### src/rse_pkg.sv
// ----------------------------------------------------------------------------
// rse_pkg
// Shared types and codes for the postfix expression evaluator.
// ----------------------------------------------------------------------------
`default_nettype none

package rse_pkg;

  localparam int unsigned DATA_W  = 32;
  localparam int unsigned VALUE_W = 31;
  localparam int unsigned MODE_W  = 3;
  localparam int unsigned STS_W   = 3;

  typedef enum logic [MODE_W-1:0] {
    MODE_PUSH = 3'd0,
    MODE_ADD  = 3'd1,
    MODE_SUB  = 3'd2,
    MODE_MUL  = 3'd3,
    MODE_DIV  = 3'd4,
    MODE_END  = 3'd5
  } mode_e;

  typedef enum logic [STS_W-1:0] {
    STS_OK        = 3'd0,
    STS_DIVZERO   = 3'd1,
    STS_EMPTY     = 3'd2,
    STS_UNDERFLOW = 3'd3,
    STS_OVERFLOW  = 3'd4
  } status_e;

  typedef enum logic [1:0] {
    SEQ_IDLE,
    SEQ_READ,
    SEQ_EXEC,
    SEQ_ALU
  } seq_e;

  // request to the arithmetic unit
  typedef struct packed {
    logic  start;
    mode_e op;
  } alu_ctl_t;

endpackage

`default_nettype wire

### src/rse_stack.sv
// ----------------------------------------------------------------------------
// rse_stack
// Operand stack storage: one write port, two registered read ports.
// ----------------------------------------------------------------------------
`default_nettype none

module rse_stack #(
  parameter int unsigned DEPTH = 32,
  parameter int unsigned AW    = 5
) (
  input  wire logic                      clk_i,
  input  wire logic                      we_i,
  input  wire logic [AW-1:0]             waddr_i,
  input  wire logic [rse_pkg::DATA_W-1:0] wdata_i,
  input  wire logic [AW-1:0]             raddr_a_i,
  input  wire logic [AW-1:0]             raddr_b_i,
  output      logic [rse_pkg::DATA_W-1:0] rdata_a_o,
  output      logic [rse_pkg::DATA_W-1:0] rdata_b_o
);
  import rse_pkg::*;

  logic [DATA_W-1:0] mem_q [DEPTH];

  always_ff @(posedge clk_i) begin
    if (we_i) begin
      mem_q[waddr_i] <= wdata_i;
    end
  end

  always_ff @(posedge clk_i) begin
    rdata_a_o <= mem_q[raddr_a_i];
    rdata_b_o <= mem_q[raddr_b_i];
  end

endmodule

`default_nettype wire

### src/rse_alu.sv
// ----------------------------------------------------------------------------
// rse_alu
// Shared arithmetic unit: add, subtract, multiply, signed
// divide (truncating) by a restoring loop, one quotient bit per cycle.
// ----------------------------------------------------------------------------
`default_nettype none

module rse_alu (
  input  wire logic                       clk_i,
  input  wire logic                       rst_ni,
  input  wire rse_pkg::alu_ctl_t          ctl_i,
  input  wire logic [rse_pkg::DATA_W-1:0] lhs_i,
  input  wire logic [rse_pkg::DATA_W-1:0] rhs_i,
  output      logic                       done_o,
  output      logic [rse_pkg::DATA_W-1:0] res_o
);
  import rse_pkg::*;

  localparam int unsigned CNT_W = $clog2(DATA_W);

  logic              busy_q, busy_d;
  logic              done_q, done_d;
  logic [CNT_W-1:0]  cnt_q, cnt_d;
  logic [DATA_W-1:0] rem_q, rem_d;
  logic [DATA_W-1:0] quo_q, quo_d;
  logic [DATA_W-1:0] div_q, div_d;
  logic              neg_q, neg_d;
  logic [DATA_W-1:0] res_q, res_d;

  logic [DATA_W:0]   rem_sh;
  logic [DATA_W:0]   rem_diff;
  logic [DATA_W-1:0] quo_nx;
  logic [DATA_W-1:0] mag_l, mag_r;

  always_comb begin
    mag_l    = lhs_i[DATA_W-1] ? (DATA_W'(0) - lhs_i) : lhs_i;
    mag_r    = rhs_i[DATA_W-1] ? (DATA_W'(0) - rhs_i) : rhs_i;
    rem_sh   = {rem_q, quo_q[DATA_W-1]};
    rem_diff = rem_sh - {1'b0, div_q};
    quo_nx   = {quo_q[DATA_W-2:0], ~rem_diff[DATA_W]};

    busy_d = busy_q;
    done_d = 1'b0;
    cnt_d  = cnt_q;
    rem_d  = rem_q;
    quo_d  = quo_q;
    div_d  = div_q;
    neg_d  = neg_q;
    res_d  = res_q;

    if (busy_q) begin
      rem_d = rem_diff[DATA_W] ? rem_sh[DATA_W-1:0] : rem_diff[DATA_W-1:0];
      quo_d = quo_nx;
      cnt_d = cnt_q - CNT_W'(1);
      if (cnt_q == '0) begin
        busy_d = 1'b0;
        done_d = 1'b1;
        res_d  = neg_q ? (DATA_W'(0) - quo_nx) : quo_nx;
      end
    end else if (ctl_i.start) begin
      case (ctl_i.op)
        MODE_ADD: begin
          res_d  = lhs_i + rhs_i;
          done_d = 1'b1;
        end
        MODE_SUB: begin
          res_d  = lhs_i - rhs_i;
          done_d = 1'b1;
        end
        MODE_MUL: begin
          res_d  = lhs_i * rhs_i;
          done_d = 1'b1;
        end
        MODE_DIV: begin
          busy_d = 1'b1;
          cnt_d  = CNT_W'(DATA_W - 1);
          rem_d  = '0;
          quo_d  = mag_l;
          div_d  = mag_r;
          neg_d  = lhs_i[DATA_W-1] ^ rhs_i[DATA_W-1];
        end
        default: begin
          done_d = 1'b1;
        end
      endcase
    end
  end

  always_ff @(posedge clk_i or negedge rst_ni) begin
    if (!rst_ni) begin
      busy_q <= 1'b0;
      done_q <= 1'b0;
      cnt_q  <= '0;
    end else begin
      busy_q <= busy_d;
      done_q <= done_d;
      cnt_q  <= cnt_d;
    end
  end

  always_ff @(posedge clk_i) begin
    rem_q <= rem_d;
    quo_q <= quo_d;
    div_q <= div_d;
    neg_q <= neg_d;
    res_q <= res_d;
  end

  assign done_o = done_q;
  assign res_o  = res_q;

endmodule

`default_nettype wire

### src/rpn_stack_evaluator.sv
// ----------------------------------------------------------------------------
// rpn_stack_evaluator
// Postfix expression evaluator: tokens in, one result item per end token.
// ----------------------------------------------------------------------------
//  channel   dir  tdata                    tuser
//  s_axis    in   [30:0] value, zero pad   [2:0] mode
//  m_axis    out  [31:0] result            [2:0] status
//
//  Each token passes the read and execute states; an add, subtract, multiply
//  or divide that passes its checks then waits in the ALU state, the divide
//  loop taking one quotient bit per cycle. Stack reads use a registered port.
//  Any token waits while a previous result item is still held unread.
//  Reset empties the stack and clears any pending error.
// ----------------------------------------------------------------------------
`default_nettype none

module rpn_stack_evaluator #(
  parameter int unsigned STACK_DEPTH = 32
) (
  input  wire logic        clk_i,
  input  wire logic        rst_ni,
  input  wire logic        s_axis_tvalid_i,
  output      logic        s_axis_tready_o,
  input  wire logic [31:0] s_axis_tdata_i,   // [30:0] value, [31] zero
  input  wire logic [2:0]  s_axis_tuser_i,   // [2:0] mode
  output      logic        m_axis_tvalid_o,
  input  wire logic        m_axis_tready_i,
  output      logic [31:0] m_axis_tdata_o,   // [31:0] result
  output      logic [2:0]  m_axis_tuser_o    // [2:0] status
);
  import rse_pkg::*;

  localparam int unsigned AW = (STACK_DEPTH > 1) ? $clog2(STACK_DEPTH) : 1;
  localparam int unsigned CW = $clog2(STACK_DEPTH + 1);

  seq_e              state_q, state_d;
  logic [CW-1:0]     count_q, count_d;
  status_e           err_q, err_d;
  logic              out_valid_q, out_valid_d;
  logic [DATA_W-1:0] out_data_q, out_data_d;
  status_e           out_sts_q, out_sts_d;

  mode_e              mode_q;
  logic [VALUE_W-1:0] value_q;

  logic              in_acc;
  logic [CW-1:0]     cnt_m1, cnt_m2;
  logic [AW-1:0]     addr_top, addr_nxt;
  logic              we;
  logic [AW-1:0]     waddr;
  logic [DATA_W-1:0] wdata;
  logic [DATA_W-1:0] rd_top, rd_nxt;
  alu_ctl_t          alu_ctl;
  logic              alu_done;
  logic [DATA_W-1:0] alu_res;

  assign s_axis_tready_o = (state_q == SEQ_IDLE) && (!out_valid_q || m_axis_tready_i);
  assign in_acc          = s_axis_tvalid_i && s_axis_tready_o;

  assign cnt_m1   = count_q - CW'(1);
  assign cnt_m2   = count_q - CW'(2);
  assign addr_top = cnt_m1[AW-1:0];
  assign addr_nxt = cnt_m2[AW-1:0];

  rse_stack #(
    .DEPTH (STACK_DEPTH),
    .AW    (AW)
  ) u_stack (
    .clk_i     (clk_i),
    .we_i      (we),
    .waddr_i   (waddr),
    .wdata_i   (wdata),
    .raddr_a_i (addr_top),
    .raddr_b_i (addr_nxt),
    .rdata_a_o (rd_top),
    .rdata_b_o (rd_nxt)
  );

  rse_alu u_alu (
    .clk_i  (clk_i),
    .rst_ni (rst_ni),
    .ctl_i  (alu_ctl),
    .lhs_i  (rd_nxt),
    .rhs_i  (rd_top),
    .done_o (alu_done),
    .res_o  (alu_res)
  );

  always_comb begin
    state_d       = state_q;
    count_d       = count_q;
    err_d         = err_q;
    out_valid_d   = out_valid_q && !m_axis_tready_i;
    out_data_d    = out_data_q;
    out_sts_d     = out_sts_q;
    we            = 1'b0;
    waddr         = addr_nxt;
    wdata         = alu_res;
    alu_ctl.start = 1'b0;
    alu_ctl.op    = mode_q;

    case (state_q)
      SEQ_IDLE: begin
        if (in_acc) begin
          state_d = SEQ_READ;
        end
      end
      SEQ_READ: begin
        state_d = SEQ_EXEC;
      end
      SEQ_EXEC: begin
        state_d = SEQ_IDLE;
        if (mode_q == MODE_END) begin
          out_valid_d = 1'b1;
          out_data_d  = '0;
          out_sts_d   = err_q;
          if (err_q == STS_OK) begin
            if (count_q == '0) begin
              out_sts_d = STS_EMPTY;
            end else begin
              out_data_d = rd_top;
            end
          end
          count_d = '0;
          err_d   = STS_OK;
        end else if (err_q == STS_OK) begin
          case (mode_q)
            MODE_PUSH: begin
              if (count_q == CW'(STACK_DEPTH)) begin
                err_d = STS_OVERFLOW;
              end else begin
                we      = 1'b1;
                waddr   = count_q[AW-1:0];
                wdata   = {1'b0, value_q};
                count_d = count_q + CW'(1);
              end
            end
            MODE_ADD, MODE_SUB, MODE_MUL, MODE_DIV: begin
              if (count_q < CW'(2)) begin
                err_d = STS_UNDERFLOW;
              end else if (mode_q == MODE_DIV && rd_top == '0) begin
                err_d   = STS_DIVZERO;
                count_d = cnt_m2;
              end else begin
                alu_ctl.start = 1'b1;
                state_d       = SEQ_ALU;
              end
            end
            default: begin
              state_d = SEQ_IDLE;
            end
          endcase
        end
      end
      SEQ_ALU: begin
        if (alu_done) begin
          we      = 1'b1;
          count_d = cnt_m1;
          state_d = SEQ_IDLE;
        end
      end
      default: begin
        state_d = SEQ_IDLE;
      end
    endcase
  end

  always_ff @(posedge clk_i or negedge rst_ni) begin
    if (!rst_ni) begin
      state_q     <= SEQ_IDLE;
      count_q     <= '0;
      err_q       <= STS_OK;
      out_valid_q <= 1'b0;
    end else begin
      state_q     <= state_d;
      count_q     <= count_d;
      err_q       <= err_d;
      out_valid_q <= out_valid_d;
    end
  end

  always_ff @(posedge clk_i) begin
    out_data_q <= out_data_d;
    out_sts_q  <= out_sts_d;
    if (in_acc) begin
      mode_q  <= mode_e'(s_axis_tuser_i);
      value_q <= s_axis_tdata_i[VALUE_W-1:0];
    end
  end

  assign m_axis_tvalid_o = out_valid_q;
  assign m_axis_tdata_o  = out_data_q;
  assign m_axis_tuser_o  = out_sts_q;

endmodule

`default_nettype wire

### config.mk
export PLATFORM = sky130hd
export DESIGN_NAME = rpn_stack_evaluator
export DESIGN_NICKNAME = d
export VERILOG_FILES = /design/src/rse_pkg.sv /design/src/rse_stack.sv /design/src/rse_alu.sv /design/src/rpn_stack_evaluator.sv
export SDC_FILE = /design/constraint.sdc
export NUM_CORES = 2
export LEC_CHECK = 0
export BUFFER_PORTS_ARGS = -buffer_cell sky130_fd_sc_hd__buf_4
export CAP_MARGIN = 20
export CORE_MARGIN = 2
export CORE_UTILIZATION = 45
export CTS_CLUSTER_SIZE = 16
export DETAILED_ROUTE_END_ITERATION = 7
export GPL_TIMING_DRIVEN = 1
export SETUP_SLACK_MARGIN = 0.4
export SLEW_MARGIN = 20
export SYNTH_ARGS = -nofsm -noshare
export SYNTH_HDL_FRONTEND = slang
export SYNTH_SLANG_ARGS = --single-unit
### constraint.sdc
create_clock -name clk_i -period 16.9 [get_ports clk_i]
set_input_delay 1.69 -clock clk_i [delete_from_list [all_inputs] [get_ports clk_i]]
set_output_delay 1.69 -clock clk_i [all_outputs]
set_load 0.1 [all_outputs]
==> reports/qor.yml <==
run_status:
  run_status: "finished clean"
clock_tree:
  htree_num_levels: 4
  ctsResizeCount: 0
  clk_pin_slew_ps: 60
  cts_tree: "done"
  cts_hold_buffers: 0
  clock_tree.root_cell: "clkbuf_16"
  post-cts-setup-buffers: 0
  cts_num_sinks: 1305
  clk_path_buf_depth: 3
  numCtsBuffers: 144
  clk_latency_ps: 820
floorplan:
  ioPinCount: 76
  num_rows: 153
  chipWidth_microns: 421.8
  die_height_microns: 421.8
  placeableCoreArea_sq_um: 173600
  design.die.area_sq_um: 177900
  initial_core_util: 0.4523
setup_path:
  timing.critical_path.from: "u_stack.rdata_a_o[2]$_DFF_P_"
  crit_type: "reg -> reg"
  r2r_start: "u_stack.rdata_a_o[2]$_DFF_P_"
  endpoint: "u_alu.res_o[28]$_DFFE_PP_"
  nature_of_the_critical_path_endpoint: "register"
  crit_required_ps: 17390
  r2r_setup_slack_ps: 8840
  cp-start-kind: "register"
  data_arrival_time_of_the_critical_path_ps: 8550
  critical_path_peak_fanout: 37
  timing.reg2reg.worst_path_depth: 23
  worstReg2RegEnd: "u_alu.res_o[28]$_DFFE_PP_"
detailed_routing:
  route.detailed.drc: 0
  via_per_inst: 6.049
  drt_wl_total_microns: 222900
  dr_total_vias: 47110
  detailed_router_iteration_count_before_antenna_repair: 6
  initialDrtViolationCount: 4757
  wl_per_cell_microns: 28.62
  ant_nets: 0
global_routing:
  grt.total_usage: 0.2531
  antenna_found_initial: 7
  overflow_left_after_global_routing: 0
  vias_in_the_first_global_route: 48710
  grt_first_pass_wirelength_microns: 328400
  grt_start_max_net_pins: 129
finish:
  instances_no_fill: 7788
  multiInputGateArea_sq_um: 37480
  drive_gt1_frac: 0.2201
  area.sequential_sq_um: 38470
  fillCellCount: 14460
  finalNetCount: 5992
  synthToLayoutAreaGrowth_pct: 10.44
timing:
  final-max-slew-violation-count: 0
  setup-tns-final_ps: 0
  worst_tran_pin_value_ps: 1086
  timing.fmax_ghz: 0.1240
  hold_violation_total_from_the_final_report: 0
  final_worst_path_period_share: 0.4770
  max-slew-margin-rel: 0.2743
  finClkSkew_ps: 64.08
  setup-violations-final: 0
  rsz0062_at_grt: "no"
  timing.final.crit_period_ps: 8062
placed_design:
  post-dp-hpwl_microns: 134700
  finalWeightedCongestion: 0.8684
  numPortBuffers: 74
  dp.cells: 7523
min_path:
  hold_class: "reg -> reg"
  hold_start: "err_q[2]$_DFFE_PN0P_"
yosys:
  ys_seq_elements: 1305
  synth.yosys.seq_area_share: 0.4896
  synth.net_count: 5999
  mean_instance_size_in_the_synthesized_netlist_sq_um: 14.67
  most_used_flip_flop_cell_after_synthesis: "edfxtp_1"
  post_synth_num_cell_types: 70
  synthCells: 5353
  ys_async_sr_fraction: 0.01456
  mappedNetlistArea_sq_um: 78540
  synth_enable_flop_cells: 1222
  synth.yosys.warnings: 0
job:
  max_capacitance_violation_total: 0
==> synth_stat cells, types with 5 or more instances <==
| library cell | count | area [sq um] |
|---|---|---|
| a21o_1 | 37 | 277.8 |
| nand2_1 | 476 | 1787 |
| inv_1 | 438 | 1644 |
| a21oi_1 | 131 | 655.6 |
| o21bai_1 | 7 | 52.55 |
| nand3_1 | 32 | 160.2 |
| nor4_1 | 6 | 37.54 |
| fa_1 | 410 | 8208 |
| xnor2_1 | 132 | 1156 |
| o21ai_0 | 131 | 655.6 |
| nor2_1 | 162 | 608.1 |
| o211ai_1 | 12 | 90.09 |
| o41ai_1 | 14 | 122.6 |
| edfxtp_1 | 1222 | 36700 |
| a22oi_1 | 5 | 37.54 |
| ha_1 | 197 | 2465 |
| a31oi_1 | 18 | 112.6 |
| nor2b_1 | 18 | 112.6 |
| nand4_1 | 6 | 37.54 |
| clkbuf_1 | 301 | 1130 |
| buf_1 | 45 | 168.9 |
| nand2b_1 | 19 | 118.9 |
| or3_1 | 26 | 162.7 |
| or4_1 | 17 | 127.6 |
| dfxtp_1 | 64 | 1281 |
| nor3_1 | 34 | 170.2 |
| mux2i_1 | 12 | 120.1 |
| a211o_1 | 5 | 43.79 |
| or2_2 | 9 | 56.30 |
| o21a_1 | 17 | 127.6 |
| mux4_2 | 640 | 14410 |
| mux2_2 | 67 | 754.5 |
| and2_1 | 350 | 2190 |
| xor2_1 | 130 | 1139 |
| dfrtp_1 | 19 | 475.5 |
| o31ai_1 | 34 | 255.2 |
| and3_1 | 11 | 68.82 |
| a211oi_1 | 30 | 225.2 |
==> critical path: stages, from the launching register on <==
cell and delay [ps]:
dfxtp_1 320, buf_4 410, and2_1 240, fa_1 390
inv_1 80, fa_1 440, fa_1 500, inv_1 50
fa_1 540, ha_1 230, ha_1 270, inv_1 50
fa_1 470, inv_1 50, fa_1 450, ha_1 230
or4_1 520, a21oi_1 210, o31ai_1 160, a311oi_1 930
o311ai_0 330, xor2_1 210, a211oi_1 440, a21oi_1 150
==> worst min path at each step <==
stage | endpoint | slack, ps | cells after the start
after floorplan | u_alu.div_q[0]$_DFFE_PP_ | 460 | 0
after global placement | state_q[1]$_DFFE_PN0P_ | 530 | 2
after detailed placement | m_axis_tuser_o[0]$_DFFE_PP_ | 530 | 0
after CTS | state_q[1]$_DFFE_PN0P_ | 550 | 2
after global routing | m_axis_tuser_o[2]$_DFFE_PP_ | 570 | 0
final | m_axis_tuser_o[2]$_DFFE_PP_ | 540 | 0
==> area by class of cell <==
class,count,share of cell area
repair buffers,199,0.01812
flip-flops and latches,1305,0.4435
inverters,439,0.01900
well taps,2325,0.03354
clock buffers,171,0.04306
multi-input cells,3257,0.4322
diodes,2,0.00005770
clock inverters,90,0.01056
==> cell usage in the layout, fill, tap and decap left out, types with 131 or more instances in the layout <==
master     instances
clkbuf_16        144
nand2_1          463
buf_4            192
inv_1            437
a21oi_1          131
ha_1             195
edfxtp_1        1222
mux4_2           640
and2_1           348
fa_1             410
o21ai_0          131
==> per-layer routing <==
metal,track usage,vias up,part of all wire
met5,0,-,0
met3,0.03668,403,0.070
met4,0.09385,0,0.039
met2,0.4337,1870,0.51
met1,0.3276,25060,0.39
li1,-,19780,-
==> sequential cells by signal (all words and copies together), names as in the netlist <==
signal and flops:
m_axis_tdata_o 32, u_alu.res_o 32, u_alu.busy_q 1, u_alu.rem_q 32, value_q 31, mode_q 3
u_alu.div_q 32, count_q 6, u_stack.mem_q 1024, u_alu.neg_q 1, err_q 3, state_q 2
m_axis_tuser_o 3, u_alu.quo_q 32, u_stack.rdata_a_o 32, u_alu.cnt_q 5, u_stack.rdata_b_o 32, m_axis_tvalid_o 1
u_alu.done_o 1
==> through the flow <==
| step | setup slack (ps) | hold WS (ps) | cell area, sq um | util |
|---|---|---|---|---|
| 2_1_floorplan | 9652 | 463.2 | 78540 | - |
| 3_3_place_gp | 8930 | 525.9 | 82010 | 0.4724 |
| 3_5_place_dp | 8913 | 533.4 | 82010 | 0.4724 |
| 4_1_cts | 8872 | 550.5 | 86670 | 0.4991 |
| 5_1_grt | 8484 | 567.7 | 86730 | 0.4995 |
| 6_report | 8838 | 544.2 | 86730 | 0.4995 |
==> kinds of logic after synthesis <==
logic type                 count (synthesis)  share of synthesized area
muxes                                    719                     0.1947
adders and majority gates                607                     0.1359
AOI/OAI and AO/OA                        489                    0.03921
and+or+nand+nor                         1180                    0.07333
buffers and inverters                    791                    0.03806
xor gates and xnor gates                 262                    0.02922
DFF                                     1305                     0.4896
Power is left out: the tool's default activity adds up to more than one toggle a clock period on the data nets, which glitch-free logic cannot reach.
